File: config.mk
export PLATFORM = sky130hd
export DESIGN_NAME = serial_value_link_relay
export DESIGN_NICKNAME = d
export VERILOG_FILES = /design/src/rtl/svlr_pkg.sv /design/src/rtl/serial_value_link_relay.sv /design/src/rtl/svlr_chan.sv /design/src/rtl/svlr_out.sv
export VERILOG_INCLUDE_DIRS = /design/src /design/src/rtl
export SDC_FILE = /design/constraint.sdc
export NUM_CORES = 1
export LEC_CHECK = 0
export ABC_AREA = 1
export CAP_MARGIN = 15
export CORE_MARGIN = 2
export CORE_UTILIZATION = 40
export DETAILED_ROUTE_END_ITERATION = 8
export DONT_BUFFER_PORTS = 1
export SETUP_SLACK_MARGIN = 0.02
export SLEW_MARGIN = 20
export SYNTH_ARGS = -nofsm -noshare
export SYNTH_HDL_FRONTEND = slang
export SYNTH_HIERARCHICAL = 1
export SYNTH_SLANG_ARGS = --single-unit
File: constraint.sdc
create_clock -name clk -period 19 [get_ports clk]
set_input_delay 1.9 -clock clk [delete_from_list [all_inputs] [get_ports clk]]
set_output_delay 1.9 -clock clk [all_outputs]
set_load 0.05 [all_outputs]
File: src/rtl/serial_value_link_relay_assert.svh
// Assertion macros for the serial value link relay.
// Included by files that check their own logic; no other dependencies.
`ifndef SERIAL_VALUE_LINK_RELAY_ASSERT_SVH
`define SERIAL_VALUE_LINK_RELAY_ASSERT_SVH

`ifndef SYNTH
// Consequent must hold in the same cycle as the antecedent.
`define SVLR_ASSERT_NOW(lbl, clk, rst, ante, cons) \
  lbl: assert property (@(posedge clk) disable iff (rst) (ante) |-> (cons)) \
    else $error("assertion failed");
// Consequent must hold in the cycle after the antecedent.
`define SVLR_ASSERT_NEXT(lbl, clk, rst, ante, cons) \
  lbl: assert property (@(posedge clk) disable iff (rst) (ante) |=> (cons)) \
    else $error("assertion failed");
`else
`define SVLR_ASSERT_NOW(lbl, clk, rst, ante, cons)
`define SVLR_ASSERT_NEXT(lbl, clk, rst, ante, cons)
`endif

`endif

File: src/rtl/svlr_pkg.sv
// Shared types and constants of the serial value link relay.
// No dependencies; used by the top level and by svlr_out.
package svlr_pkg;

  // Opcode carried in s_tuser
  localparam logic OP_RX   = 1'b0;
  localparam logic OP_TICK = 1'b1;

  // Configuration register indexes
  localparam logic [7:0] CFG_SEND_PERIOD  = 8'd0;
  localparam logic [7:0] CFG_FRESH_WINDOW = 8'd1;

  localparam logic [15:0] SEND_PERIOD_RST  = 16'd50;
  localparam logic [15:0] FRESH_WINDOW_RST = 16'd150;

  // Link bytes
  localparam logic [7:0] ACK_BYTE = 8'd128;
  localparam logic [7:0] REQ_BYTE = 8'd131;

  localparam int BUNDLE_MAX = 3;

  // Up to three transmit beats produced by one input item
  typedef struct packed {
    logic [1:0]      count;
    logic [2:0][7:0] bytes;
  } svlr_bundle_t;

endpackage

File: src/rtl/serial_value_link_relay.sv
// Serial value link relay, top level; uses svlr_pkg, svlr_chan, svlr_out.
// An accepted beat is registered in the input register and decoded from there;
// its transmit beats are then loaded into the svlr_out register, which drives m_tdata.
// Throughput: one item per cycle while no item with beats waits on the output register;
// a transmitting tick sends one beat (three with a grant), so that port sets the pace.
// Reset (rst, synchronous): handshake state, counters and filters cleared, config to defaults.
`include "serial_value_link_relay_assert.svh"

module serial_value_link_relay #(
  parameter int CHANNELS = 4
) (
  input  logic        clk,
  input  logic        rst,
  input  logic        s_tvalid,
  output logic        s_tready,
  input  logic [7:0]  s_tdata,    // [7:0] rx_byte
  input  logic [0:0]  s_tuser,    // [0] opcode
  output logic        m_tvalid,
  input  logic        m_tready,
  output logic [7:0]  m_tdata,    // [7:0] tx_byte
  output logic        m_tlast,
  input  logic        cfg_valid,
  output logic        cfg_ready,
  input  logic [7:0]  cfg_index,
  input  logic [15:0] cfg_data
);

  localparam int IDXW = $clog2(CHANNELS);

  // Configuration registers
  logic [15:0] send_period;
  logic [15:0] fresh_window;

  // Input register
  logic       in_valid;
  logic       in_op;
  logic [7:0] in_byte;

  // Link state
  logic        armed;
  logic        requested;
  logic        granted;
  logic [6:0]  expected;
  logic [6:0]  received;
  logic [15:0] send_elapsed;
  logic [15:0] since_msg;
  logic [CHANNELS-1:0][6:0] staging;

  // Decode of the item in the input register
  logic        is_tick;
  logic        is_ack;
  logic        is_hdr;
  logic        is_data;
  logic [6:0]  received_next;
  logic        stage_wr;
  logic        commit_all;
  logic [15:0] since_inc;
  logic [16:0] elapsed_inc;
  logic        send_due;
  logic        fresh;
  logic [1:0]  n_beats;
  logic        proceed;
  logic        can_load;
  logic        out_load;
  svlr_pkg::svlr_bundle_t bundle;
  logic [CHANNELS-1:0][6:0] codes;

  assign cfg_ready = 1'b1;

  always_ff @(posedge clk) begin
    if (rst) begin
      send_period  <= svlr_pkg::SEND_PERIOD_RST;
      fresh_window <= svlr_pkg::FRESH_WINDOW_RST;
    end else if (cfg_valid) begin
      // Drop writes to indexes beyond the register list
      if (cfg_index == svlr_pkg::CFG_SEND_PERIOD) begin
        send_period <= cfg_data;
      end else if (cfg_index == svlr_pkg::CFG_FRESH_WINDOW) begin
        fresh_window <= cfg_data;
      end
    end
  end

  // Decode: header bytes carry a count, the bare ack grants a pending request,
  // 7-bit bytes are data only while a message is open.
  assign is_tick = (in_op == svlr_pkg::OP_TICK);
  assign is_ack  = !is_tick && (in_byte == svlr_pkg::ACK_BYTE);
  assign is_hdr  = !is_tick && in_byte[7] && (in_byte[6:0] != 7'd0);
  assign is_data = !is_tick && !in_byte[7] && armed;

  assign received_next = received + 7'd1;
  assign stage_wr      = is_data && (32'(received) < CHANNELS);
  assign commit_all    = is_data && (received_next >= expected);

  // Tick timing: the send period has to be exceeded, not just reached
  assign since_inc   = (since_msg == 16'hFFFF) ? since_msg : since_msg + 16'd1;
  assign elapsed_inc = {1'b0, send_elapsed} + 17'd1;
  assign send_due    = is_tick && (elapsed_inc > {1'b0, send_period});
  assign fresh       = since_inc < fresh_window;

  always_comb begin
    if (is_hdr) begin
      n_beats = 2'd1;
    end else if (send_due) begin
      n_beats = granted ? 2'd3 : 2'd1;
    end else begin
      n_beats = 2'd0;
    end
  end

  // Advance the input register only when its beats fit the output register
  assign proceed  = in_valid && ((n_beats == 2'd0) || can_load);
  assign out_load = proceed && (n_beats != 2'd0);
  assign s_tready = !in_valid || proceed;

  always_ff @(posedge clk) begin
    if (rst) begin
      in_valid <= 1'b0;
    end else if (s_tready) begin
      in_valid <= s_tvalid;
    end
  end

  always_ff @(posedge clk) begin
    if (s_tready && s_tvalid) begin
      in_op   <= s_tuser[0];
      in_byte <= s_tdata;
    end
  end

  // Result beats for the item under decode
  always_comb begin
    bundle.count = n_beats;
    bundle.bytes = '0;
    if (is_hdr) begin
      bundle.bytes[0] = svlr_pkg::ACK_BYTE;
    end else if (granted) begin
      bundle.bytes[0] = {1'b0, codes[0]};
      bundle.bytes[1] = {1'b0, codes[1]};
      bundle.bytes[2] = {1'b0, codes[3]};
    end else begin
      bundle.bytes[0] = svlr_pkg::REQ_BYTE;
    end
  end

  // Link state update
  always_ff @(posedge clk) begin
    if (rst) begin
      armed        <= 1'b0;
      requested    <= 1'b0;
      granted      <= 1'b0;
      expected     <= '0;
      received     <= '0;
      send_elapsed <= '0;
      since_msg    <= '0;
    end else if (proceed) begin
      if (is_tick) begin
        since_msg <= since_inc;
        if (send_due) begin
          send_elapsed <= '0;
          // Hold a request pending until the peer acks; a grant lasts one send
          requested    <= !granted;
          granted      <= 1'b0;
        end else begin
          send_elapsed <= elapsed_inc[15:0];
        end
      end else if (is_ack) begin
        if (requested) begin
          granted   <= 1'b1;
          requested <= 1'b0;
        end
      end else if (in_byte[7]) begin
        // Header byte with a nonzero count; a zero count is the ack byte, decoded above
        expected <= in_byte[6:0];
        received <= '0;
        armed    <= (in_byte[6:0] != 7'd0);
      end else if (is_data) begin
        if (commit_all) begin
          armed     <= 1'b0;
          expected  <= '0;
          received  <= '0;
          since_msg <= '0;
        end else begin
          received <= received_next;
        end
      end
    end
  end

  // Staging store: written entries only ever get committed
  always_ff @(posedge clk) begin
    if (proceed && stage_wr) begin
      staging[received[IDXW-1:0]] <= in_byte[6:0];
    end
  end

  for (genvar i = 0; i < CHANNELS; i++) begin : g_chan
    logic       ch_commit;
    logic [6:0] ch_val;

    // The closing data beat lands in staging and is committed in the same cycle
    assign ch_commit = proceed && commit_all && (7'(i) < received_next);
    assign ch_val    = (stage_wr && (32'(received) == i)) ? in_byte[6:0] : staging[i];

    svlr_chan u_chan (
      .clk        (clk),
      .rst        (rst),
      .commit     (ch_commit),
      .commit_val (ch_val),
      .update     (proceed && send_due && fresh),
      .code       (codes[i])
    );
  end

  svlr_out u_out (
    .clk      (clk),
    .rst      (rst),
    .load     (out_load),
    .bundle   (bundle),
    .can_load (can_load),
    .m_tvalid (m_tvalid),
    .m_tready (m_tready),
    .m_tdata  (m_tdata),
    .m_tlast  (m_tlast)
  );

  // Request and grant never stand together
  `SVLR_ASSERT_NOW(a_req_gnt_excl, clk, rst, 1'b1, !(requested && granted))
  // A transmitting tick always uses up the grant
  `SVLR_ASSERT_NEXT(a_grant_used, clk, rst, proceed && send_due, !granted)
  // A stalled item stays in the input register
  `SVLR_ASSERT_NEXT(a_in_hold, clk, rst, in_valid && !proceed, in_valid)
  // Beats of one item run back to back: a non-last beat taken leaves more behind
  `SVLR_ASSERT_NEXT(a_bundle_cont, clk, rst, m_tvalid && m_tready && !m_tlast, m_tvalid)

endmodule

File: src/rtl/svlr_chan.sv
// One channel: committed value, Q2.16 averaging filter and 7-bit code.
// Depends on nothing but the clock and reset.
module svlr_chan (
  input  logic       clk,
  input  logic       rst,
  input  logic       commit,
  input  logic [6:0] commit_val,
  input  logic       update,
  output logic [6:0] code
);

  logic [6:0]  value;
  logic [17:0] filt;
  logic [17:0] conv;
  logic [20:0] frac_prod;
  logic [18:0] sum;
  logic [17:0] filt_next;
  logic [17:0] filt_now;
  logic [23:0] pos_prod;
  logic [17:0] mag;
  logic [7:0]  neg_q;

  // Value to Q2.16: v*65536/63 for v >= 0, split as 1040*v + floor(16*v/63)
  assign frac_prod = 21'(value[5:0]) * 21'd16656;
  always_comb begin
    if (value[6]) begin
      conv = {value[6], value, 10'd0};
    end else begin
      conv = 18'(value[5:0]) * 18'd1040 + 18'(frac_prod[20:16]);
    end
  end

  assign sum       = {filt[17], filt} + {conv[17], conv};
  assign filt_next = sum[18:1];
  assign filt_now  = update ? filt_next : filt;

  // Code from the filter: f*63/65536 when positive, -trunc(|f|/1024) otherwise
  assign pos_prod = {6'd0, filt_now} * 24'd63;
  assign mag      = -filt_now;
  assign neg_q    = mag[17:10];

  always_comb begin
    if (!filt_now[17]) begin
      code = (pos_prod[23:16] > 8'd63) ? 7'd63 : pos_prod[22:16];
    end else if (neg_q >= 8'd64) begin
      code = 7'h40;
    end else begin
      code = 7'(-neg_q);
    end
  end

  always_ff @(posedge clk) begin
    if (rst) begin
      value <= '0;
      filt  <= '0;
    end else begin
      if (commit) begin
        value <= commit_val;
      end
      if (update) begin
        filt <= filt_next;
      end
    end
  end

endmodule

File: src/rtl/svlr_out.sv
// Output register for the transmit stream: holds up to three beats of one item.
// Uses svlr_pkg::svlr_bundle_t.
module svlr_out (
  input  logic                  clk,
  input  logic                  rst,
  input  logic                  load,
  input  svlr_pkg::svlr_bundle_t bundle,
  output logic                  can_load,
  output logic                  m_tvalid,
  input  logic                  m_tready,
  output logic [7:0]            m_tdata,  // [7:0] tx_byte
  output logic                  m_tlast
);

  logic [2:0][7:0] beats;
  logic [1:0]      cnt;
  logic [1:0]      rd;
  logic            take;

  assign m_tvalid = (cnt != 2'd0);
  assign m_tlast  = (rd == cnt - 2'd1);
  assign take     = m_tvalid && m_tready;
  assign can_load = !m_tvalid || (take && m_tlast);

  always_comb begin
    case (rd)
      2'd0:    m_tdata = beats[0];
      2'd1:    m_tdata = beats[1];
      default: m_tdata = beats[2];
    endcase
  end

  always_ff @(posedge clk) begin
    if (rst) begin
      cnt <= '0;
      rd  <= '0;
    end else if (load) begin
      cnt <= bundle.count;
      rd  <= '0;
    end else if (take && m_tlast) begin
      cnt <= '0;
      rd  <= '0;
    end else if (take) begin
      rd <= rd + 2'd1;
    end
  end

  always_ff @(posedge clk) begin
    if (load) begin
      beats <= bundle.bytes;
    end
  end

endmodule
# Word level (Yosys, flattened, before mapping)
# Index checks and enable logic that the tools add are counted.
dict set report totals {
  in_bits 38
  output_inout_bits 12
  regBits 222
  wordCells 192
}
dict set report op_classes {
  add_sub_neg 17
  n_lt_le_gt_ge 15
  n_mul 9
  reduce_logical 56
  bitwise 4
  mux 51
  n_eq_ne 10
}
# cell n
set ops {}
lappend ops {{2-to-1 mux 7 bit} 19}
lappend ops {{2-to-1 mux 16 bit} 7}
lappend ops {{2-to-1 mux 18 bit} 6}
lappend ops {{multiplier 18 x 6 -> 24 bit (second input constant)} 3}
lappend ops {{adder 18 x 18 -> 19 bit} 3}
lappend ops {{adder 17 x 5 -> 18 bit} 3}
lappend ops {{negator 18 bit} 3}
lappend ops {{multiplier 6 x 11 -> 17 bit (second input constant)} 3}
lappend ops {{multiplier 6 x 7 -> 13 bit (second input constant)} 3}
lappend ops {{bitwise mux 28 bit} 1}
lappend ops {{>= comparator 8 x 7 -> 1 bit (second input constant)} 3}
lappend ops {{greater-than comparator 8 x 6 -> 1 bit (second input constant)} 3}
lappend ops {{logical AND 1 bit} 24}
lappend ops {{negator 7 bit} 3}
lappend ops {{nonzero test 2 bit} 9}
lappend ops {{adder 16 x 1 -> 17 bit (second input constant)} 1}
lappend ops {{greater-than comparator 17 x 16 -> 1 bit} 1}
lappend ops {{adder 16 x 1 -> 16 bit (second input constant)} 1}
lappend ops {{== test 16 bit (second input constant)} 1}
lappend ops {{less-than comparator 16 bit} 1}
lappend ops {{one-hot mux 8 bit (2 select lines)} 1}
lappend ops {{demux 7 bit (select 2 bit)} 1}
lappend ops {{less-than comparator 1 x 7 -> 1 bit (first input constant)} 2}
lappend ops {{2-to-1 mux 1 bit} 10}
lappend ops {{other kinds (31)} 50}

# Depth between registers and ports, before layout
# Gate-level depths: netlist of the first run.
dict set report logic_depth {
  ltp_word 16
  depth_mapped 55
  mapped_depth_nobuf 54
}

# By module
# Netlist of the first run, hierarchy kept.
# mod seq_area_each_um2 n_inst area_per_inst_um2 cells_per_inst
set modules_own_cells {}
lappend modules_own_cells {serial_value_link_relay 2542.4 1 6791.5 960}
lappend modules_own_cells {{svlr_chan (g_chan[0].u_chan)} 500.5 1 5218.8 728}
lappend modules_own_cells {{svlr_chan (g_chan[1].u_chan)} 500.5 1 5154.9 732}
lappend modules_own_cells {{svlr_chan (g_chan[3].u_chan)} 500.5 1 5071.1 724}
lappend modules_own_cells {svlr_out 800.8 1 1136.1 90}

# Least setup slack after synthesis of the first run
# No wires, ideal clock.
dict set report synth_timing {
  path_type {input -> register}
  from {input port m_tready}
  to {register u_out/beats[1] (netlist bit), data pin}
  path_slack_ns 10.846
  t_required_ns 18.735
  cell_stages 40
  arrival_time_ns 7.889
  cell_sequence {inv_1 > nor2_4 > nand3_2 > nand2_1 > inv_1 > nand2_8 > nand2_1 > inv_1 > nand2_1 > a21oi_1 > clkbuf_8 > clkbuf_8 > buf_2 > nand3_1 > o21ai_0 > inv_1 > ha_1 > ha_1 > [4 not listed] > ha_1 > nand2_1 > nor4_1 > o21ai_0 > nand3_1 > nand2_1 > nand2_1 > nand2_1 > nand2_1 > nand2_1 > nand2_1 > xor2_1 > inv_1 > nand3_1 > nand2_1 > nand2_1 > nor2_1 > nor2_1}
}
# element line
set synth_lines {}
lappend synth_lines {{from (decl)} serial_value_link_relay.sv:19} ;# input logic m_tready,
lappend synth_lines {{to (signal assigned)} svlr_out.sv:50} ;# beats <= bundle.bytes;
lappend synth_lines {{to (decl)} svlr_out.sv:15} ;# logic [2:0][7:0] beats;

==> results.sh, run 1 <==
export IMPL_grt_start_max_net_pins=107
export IMPL_p_leak_nw=12.7
export IMPL_final_setup_tns_ns=0
export IMPL_dr_pass1_iters=6
export IMPL_h_tree_depth=1
export IMPL_crit_type="flop to flop"
export IMPL_clockPowerShare_pct=40.2
export IMPL_syn_area_sq_mm=0.0234
export IMPL_p_int_mw=0.928
export IMPL_r2r_cells=50
export IMPL_layout_commonest_cell="nand2_1"
export IMPL_ys_flop_type="dfxtp_1"
export IMPL_seqPwrFrac_pct=35.5
export IMPL_clockRootBuffer="clkbuf_16"
export IMPL_power_density_mw_per_mm2=54.9
export IMPL_place_hpwl_mm=44.2
export IMPL_cts_tree="done"
export IMPL_final_cell_mix="nand2_1 (678), inv_1 (566), nor2_1 (321)"
export IMPL_antenna_found_initial=0
export IMPL_vias_per_cell=4.89
export IMPL_p_switching_mw=0.445
export IMPL_place_area_sq_mm=0.0240
export IMPL_ys_warn_count=6
export IMPL_die_x_um=246
export IMPL_dr_wl_met3_mm=1.76
export IMPL_synth_edf_count=54
export IMPL_hold_buffers=0
export IMPL_gr_total_overflow=0
export IMPL_cts_resized=0
export IMPL_start_kind="flop"
export IMPL_top_layer="met4"
export IMPL_fin_crit_ns=9.76
export IMPL_hold_class="flop to flop"
export IMPL_grt_usage_pct=18.8
export IMPL_critPathArrivalTime_ns=10.05
export IMPL_skew_ns=0.0179
export IMPL_vias=19520
export IMPL_crit_slowest_cell="a21oi_4"
export IMPL_initial_utilization_pct=40.5
export IMPL_tightest_slew_ns=0.941
export IMPL_grt_pass1_wl_mm=94.9
export IMPL_grt_pass1_vias=19237
export IMPL_clock_path_buffers=3
export IMPL_diodes=0
export IMPL_drt_wl_total_mm=55.6
export IMPL_ios=50
export IMPL_crit_required_ns=19.28
export IMPL_cts_buffers=27
export IMPL_ys_ff_latch=215
export IMPL_finalSetupViolations=0
export IMPL_async_flop_share_pct=0
export IMPL_drcViolationCount=0
export IMPL_whs_ns=0.459
export IMPL_critPathCaptureType="flop"
export IMPL_place_congestion=0.856
export IMPL_p_comb_share_pct=24.3
export IMPL_clock_sinks=215
export IMPL_switching_share_pct=32.4
export IMPL_avgRoutedWirePerCell_um=13.9
export IMPL_fin_area_sq_mm=0.0250
export IMPL_clk_pin_slew_worst_paths_ns=0.06
export IMPL_post_cts_buffers=0
export IMPL_met2RoutedLength_mm=25.9
export IMPL_synth_seq_area_share_pct=20.7
export IMPL_crit_top_cell="nand2_1"
export IMPL_max_slew_margin_pct=37.2
export IMPL_io_buffers=0
export IMPL_ant_nets=0
export IMPL_hold_depth=2
export IMPL_period_share_pct=51.4
export IMPL_rsz0062_at_grt="false"
export IMPL_syn_to_final_growth_pct=6.96
export IMPL_drive_above_1_share_pct=8.16
export IMPL_core_area_sq_mm=0.0577
export IMPL_synth_cell_type_count=65
export IMPL_dieArea_sq_mm=0.0604
export IMPL_synth_area_per_cell_sq_um=7.23
export IMPL_drtIter0Drc=1005
export IMPL_hold_viol=0
export IMPL_clock_latency_ns=0.58
export IMPL_fin_nets=3630
export IMPL_max_freq_mhz=102
export IMPL_critical_path_max_stage_delay_ns=0.68
export IMPL_ir_worst_vdd_v=0.0000635
export IMPL_maxSlewViolCount=0
export IMPL_postSynthCellCount=3234
export IMPL_drv_cap=0
export IMPL_path_max_fanout=56
export IMPL_wl_met1_mm=26.7
export IMPL_std_cell_rows=88
export IMPL_status="finished clean"
export IMPL_die_height_um=246
==> state kept, by name, summed over array words and instances, names as in the netlist <==
| register | count |
|---|---|
| granted | 1 |
| g_chan.u_chan/value | 21 |
| g_chan.u_chan/filt | 54 |
| since_msg | 16 |
| armed | 1 |
| expected | 7 |
| u_out/cnt | 2 |
| u_out/rd | 2 |
| in_op | 1 |
| send_elapsed | 16 |
| send_period | 16 |
| u_out/beats | 24 |
| received | 7 |
| in_valid | 1 |
| fresh_window | 16 |
| requested | 1 |
| in_byte | 8 |
| staging | 21 |
==> worst paths after layout <==
check	start	to	slack, ns
hold / removal	expected[6]$_SDFFE_PP0P_	expected[6]$_SDFFE_PP0P_	0.46
setup reg to reg	send_elapsed[0]$_SDFFE_PP0P_	u_out/beats[1]$_DFFE_PP_	9.24
hold reg to reg	expected[6]$_SDFFE_PP0P_	expected[6]$_SDFFE_PP0P_	0.46
setup / recovery	send_elapsed[0]$_SDFFE_PP0P_	u_out/beats[1]$_DFFE_PP_	9.24
==> final cells by class <==
class | instances | area, sq um
fill | 6065 | 32700
multi-input combinational | 2364 | 16000
sequential | 215 | 4840
inverter | 591 | 2230
tap | 765 | 957
clock buffer | 39 | 832
clock inverter | 11 | 130
timing repair buffer | 5 | 37.5
==> synth_stat cells, types with 4 or more instances <==
| master | count | share of area [%] |
|---|---|---|
| clkinv_1 | 4 | 0.064 |
| a21o_1 | 16 | 0.51 |
| inv_2 | 18 | 0.29 |
| buf_6 | 4 | 0.19 |
| nand3_4 | 5 | 0.37 |
| nand2_1 | 678 | 11 |
| o21a_1 | 10 | 0.32 |
| xor2_1 | 66 | 2.5 |
| o211ai_1 | 5 | 0.16 |
| fa_1 | 126 | 11 |
| nand2_2 | 56 | 1.5 |
| or2_1 | 5 | 0.13 |
| inv_1 | 566 | 9.1 |
| nor2_2 | 10 | 0.27 |
| xnor2_1 | 19 | 0.71 |
| ha_1 | 262 | 14 |
| a21oi_1 | 178 | 3.8 |
| nor2_4 | 14 | 0.67 |
| nor2_1 | 321 | 5.2 |
| nor4_1 | 10 | 0.27 |
| nand3_2 | 28 | 1.2 |
| buf_4 | 6 | 0.19 |
| nand4_1 | 68 | 1.8 |
| o21bai_1 | 10 | 0.32 |
| o21ai_0 | 142 | 3.0 |
| a211oi_1 | 33 | 1.1 |
| buf_2 | 5 | 0.11 |
| nor3_1 | 30 | 0.64 |
| xor2_2 | 5 | 0.35 |
| clkbuf_1 | 45 | 0.72 |
| a22oi_1 | 8 | 0.26 |
| nand2_4 | 28 | 1.3 |
| edfxtp_1 | 54 | 6.9 |
| a21oi_2 | 6 | 0.22 |
| or2_2 | 18 | 0.48 |
| o21ai_1 | 17 | 0.36 |
| dfxtp_1 | 161 | 14 |
| nand3_1 | 137 | 2.9 |
| nand3b_1 | 9 | 0.29 |
==> through the flow <==
stage / setup slack [ns] / cells / utilization (%) / total power [mW]
6_report: 9.24 / 3990 / 43.3 / 1.37
3_3_place_gp: 9.46 / 3940 / 41.7 / 0.832
4_1_cts: 9.22 / 3990 / 43.3 / 1.39
2_1_floorplan: 10.85 / 3235 / - / 0.768
5_1_grt: 8.08 / 3990 / 43.3 / 1.46
3_5_place_dp: 9.33 / 3940 / 41.7 / 0.832
==> critical path: cells and delay by family (launching register included) <==
kind / cells / cell delay [ns]
simple gates: 32 / 3.73
fa+ha+maj: 6 / 2.20
buf+inv: 7 / 1.80
compound gates: 3 / 1.09
flops: 1 / 0.39
xor+xnor: 2 / 0.16
==> routing by layer <==
layer,vias to the layer above,GRT usage (%)
met1,8925,25.1
li1,10284,-
met3,64,2.13
met2,247,32.5
met5,-,0
met4,0,4.24
==> cells by family after synthesis <==
kind of cell / count (synthesis) / synth area share, %
AOI/OAI and AO/OA: 447 / 10.9
muxes: 3 / 0.128
DFF: 215 / 20.7
xor gates and xnor gates: 90 / 3.53
adders and majority gates: 388 / 24.8
buffers and inverters: 656 / 11.0
other: 2 / 0.0321
and+or+nand+nor: 1433 / 28.9
==> power groups by stage <==
stage	Sequential, mW	Combinational [mW]	Clock, mW
2_1_floorplan	0.493	0.275	0
3_3_place_gp	0.498	0.334	0
3_5_place_dp	0.497	0.334	0
4_1_cts	0.488	0.338	0.569
5_1_grt	0.489	0.388	0.587
6_report	0.488	0.334	0.551
Power figures use the tool's default switching activity.
==> inputs of run 2 (changes only) <==
Settings changed: ABC_AREA 1 to 0.
Clock period 19 ns to 8.7 ns, I/O delays scaled along.
==> run 2 against run 1 <==
  * Global-route usage rose by 0.31 points
  * Via count fell by 7.7%
  * Clock power rose by 98%
  * Setup slack got worse by 8.8 ns
  * Core utilization rose by 2.2 points
  * Clock-buffer cell count fell by 2
==> results.sh, run 2 <==
export IMPL_status="finished clean"
export IMPL_startpoint="since_msg[5]$_SDFFE_PP0P_"
export IMPL_grt_usage_pct=19.2
export IMPL_yosys_top_cells_area="ha_1 (15%), dfxtp_1 (15%), fa_1 (11%), edfxtp_1 (7.4%), inv_1 (5.8%)"
export IMPL_crit_type="flop to flop"
export IMPL_cts_tree="done"
export IMPL_tightest_slew_ns=1.12
export IMPL_h_tree_depth=1
export IMPL_gr_total_overflow=0
export IMPL_critPathCaptureType="flop"
export IMPL_drt_wl_total_mm=55.1
export IMPL_fin_crit_ns=8.28
export IMPL_clock_sinks=215
export IMPL_std_cell_rows=86
export IMPL_p_int_mw=1.67
export IMPL_drtIter0Drc=1031
export IMPL_clk_pin_slew_worst_paths_ns=0.06
export IMPL_p_leak_nw=11.9
export IMPL_dp_cells=3258
export IMPL_place_congestion=0.867
export IMPL_synth_top_family_by_area="adder cells"
export IMPL_syn_area_sq_mm=0.0220
export IMPL_finalSetupViolations=0
export IMPL_r2r_end="u_out/beats[2]$_DFFE_PP_"
export IMPL_fin_cells=3335
export IMPL_r2r_cells=40
export IMPL_top_register="g_chan.u_chan/filt"
export IMPL_power_mw=2.19
export IMPL_clock_path_buffers=3
export IMPL_fin_nets=3032
export IMPL_reg_top3="g_chan.u_chan/filt (54), u_out/beats (24)"
export IMPL_critPathArrivalTime_ns=8.59
export IMPL_seqPwrFrac_pct=47.5
export IMPL_crit_slowest_cell="fa_1"
export IMPL_async_flop_share_pct=0
export IMPL_dr_pass1_iters=5
export IMPL_cts_buffers=27
export IMPL_yosysTopAreaCellShare_pct=14.9
export IMPL_antenna_found_initial=4
export IMPL_drive_above_1_share_pct=14.2
export IMPL_ir_worst_vdd_v=0.000145
export IMPL_clockRootBuffer="clkbuf_16"
export IMPL_ant_nets=0
export IMPL_yosysTopAreaCell="ha_1"
export IMPL_clockPowerShare_pct=49.6
export IMPL_hp_start="rst"
export IMPL_final_setup_tns_ns=0
export IMPL_yosys_mux_area_fraction_pct=4.79
export IMPL_core_area_sq_mm=0.0548
export IMPL_power_density_mw_per_mm2=88.0
export IMPL_switching_share_pct=23.6
export IMPL_skew_ns=0.0275
export IMPL_die_x_um=239
export IMPL_synth_area_per_cell_sq_um=8.66
export IMPL_crit_end="u_out/beats[2]$_DFFE_PP_"
export IMPL_synth_seq_area_share_pct=22.0
export IMPL_hold_class="input pin to flop"
export IMPL_critical_path_cell_count=40
export IMPL_cp_top_family="compound AO/OA/AOI/OAI gates"
export IMPL_critical_path_buf_inv_count=8
export IMPL_yosysMostFrequentCell="inv_1"
export IMPL_synth_cell_type_count=112
export IMPL_synth_compound_area_share_pct=16.2
export IMPL_crit_top_cell="a21o_1"
export IMPL_synth_xor_area_share_pct=5.33
export IMPL_io_buffers=0
export IMPL_place_hpwl_mm=42.5
export IMPL_vias_per_cell=5.40
export IMPL_die_height_um=239
export IMPL_dieArea_sq_mm=0.0570
export IMPL_start_kind="flop"
export IMPL_critical_path_max_stage_delay_ns=0.53
export IMPL_initial_utilization_pct=40.2
export IMPL_final_util_pct=45.5
export IMPL_ios=50
export IMPL_avgRoutedWirePerCell_um=16.5
export IMPL_ys_ff_latch=215
export IMPL_vias=18022
export IMPL_ys_top_cells_by_count="inv_1 (343), ha_1 (262), nor2_1 (220), dfxtp_1 (161), nand2_1 (159)"
export IMPL_grt_start_max_net_pins=143
export IMPL_path_max_fanout=6
export IMPL_period_share_pct=95.2
export IMPL_final_cell_mix="inv_1 (336), ha_1 (254), nor2_1 (216)"
export IMPL_synth_edf_count=54
export IMPL_crit_required_ns=9.00
export IMPL_maxSlewViolCount=0
export IMPL_rrSetupSlack_ns=0.42
export IMPL_ys_warn_count=6
export IMPL_largest_reg_flops=54
export IMPL_drv_cap=0
export IMPL_clock_latency_ns=0.57
export IMPL_hold_viol=0
export IMPL_p_switching_mw=0.519
export IMPL_layout_commonest_cell="inv_1"
export IMPL_drcViolationCount=0
export IMPL_r2r_start="since_msg[5]$_SDFFE_PP0P_"
export IMPL_p_comb_share_pct=2.8
export IMPL_max_freq_mhz=121
export IMPL_synth_adder_area_share_pct=26.5
export IMPL_postSynthCellCount=2544
export IMPL_grt_pass1_wl_mm=91.0
export IMPL_synthSimpleGateAreaFrac_pct=17.6
export IMPL_grt_pass1_vias=18333
export IMPL_syn_to_final_growth_pct=13.2
export IMPL_ys_flop_type="dfxtp_1"
export IMPL_max_slew_margin_pct=25.1
[run 2: cell families (layout without fill, tap and decap cells)]
kind of cell / after synthesis / in the layout
XOR/XNOR: 134 / 134
AND/OR/NAND/NOR: 754 / 754
buffers and inverters: 440 / 522
adder cells (fa/ha/maj): 391 / 391
AO/OA/AOI/OAI: 507 / 507
multiplexers: 101 / 101
flip-flops: 215 / 215
other: 2 / 7
[run 2: power by group through the flow]
stage	clock [mW]	sequential (mW)	combinational, mW
2_1_floorplan	0	1.06	0.0526
3_3_place_gp	0	1.06	0.0604
3_5_place_dp	0	1.06	0.0608
4_1_cts	1.12	1.04	0.0612
5_1_grt	1.16	1.04	0.0673
6_report	1.09	1.04	0.0623
[run 2: layout make-up]
class / count / area [sq um]
Fill cell: 5225 / 29800
Multi-Input combinational cell: 1890 / 16000
Sequential cell: 215 / 4870
Inverter: 351 / 1330
Timing Repair Buffer: 121 / 962
Tap cell: 704 / 881
Clock buffer: 37 / 783
Clock inverter: 13 / 77.6
Antenna cell: 4 / 10.0
[run 2: how the worst min path moves through the flow]
| stage | endpoint | cells after the start | slack [ns] |
|---|---|---|---|
| 3_3_place_gp | u_out/cnt[1]$_SDFFE_PP0P_ | 2 | 0.45 |
| 2_1_floorplan | u_out/cnt[1]$_SDFFE_PP0P_ | 2 | 0.44 |
| 4_1_cts | in_byte[5]$_DFFE_PP_ | 0 | 0.37 |
| 3_5_place_dp | expected[2]$_SDFFE_PP0P_ | 1 | 0.46 |
| 5_1_grt | g_chan[3].u_chan/filt[12]$_SDFF_PP0_ | 1 | 0.35 |
| 6_report | g_chan[3].u_chan/filt[9]$_SDFF_PP0_ | 1 | 0.37 |
[run 2: repair_timing]
item	in CTS	in global routing
hold buffers	0	0
cloned	0	1
endpoints found under the setup margin	18	18
buffers inserted	6	16
pin swaps	3	20
gates resized for setup	5	138
[run 2: per-stage QoR]
stage	hold WS, ns	instance area [sq um]	worst slack, ns
after floorplan	0.441	22000	0.0364
after detailed placement	0.458	23300	-0.185
after CTS	0.368	24200	0.0245
after global placement	0.453	23300	0.00262
final	0.375	24900	0.416
after global routing	0.348	24900	-0.0524
[run 2: metal layers]
layer / wire [um] / up-vias / global-route usage, %
li1: - / 8955 / -
met3: 2310 / 63 / 2.45
met5: 9 / - / 0
met4: 986 / 2 / 4.09
met1: 25600 / 8727 / 25.7
met2: 26200 / 275 / 33.0
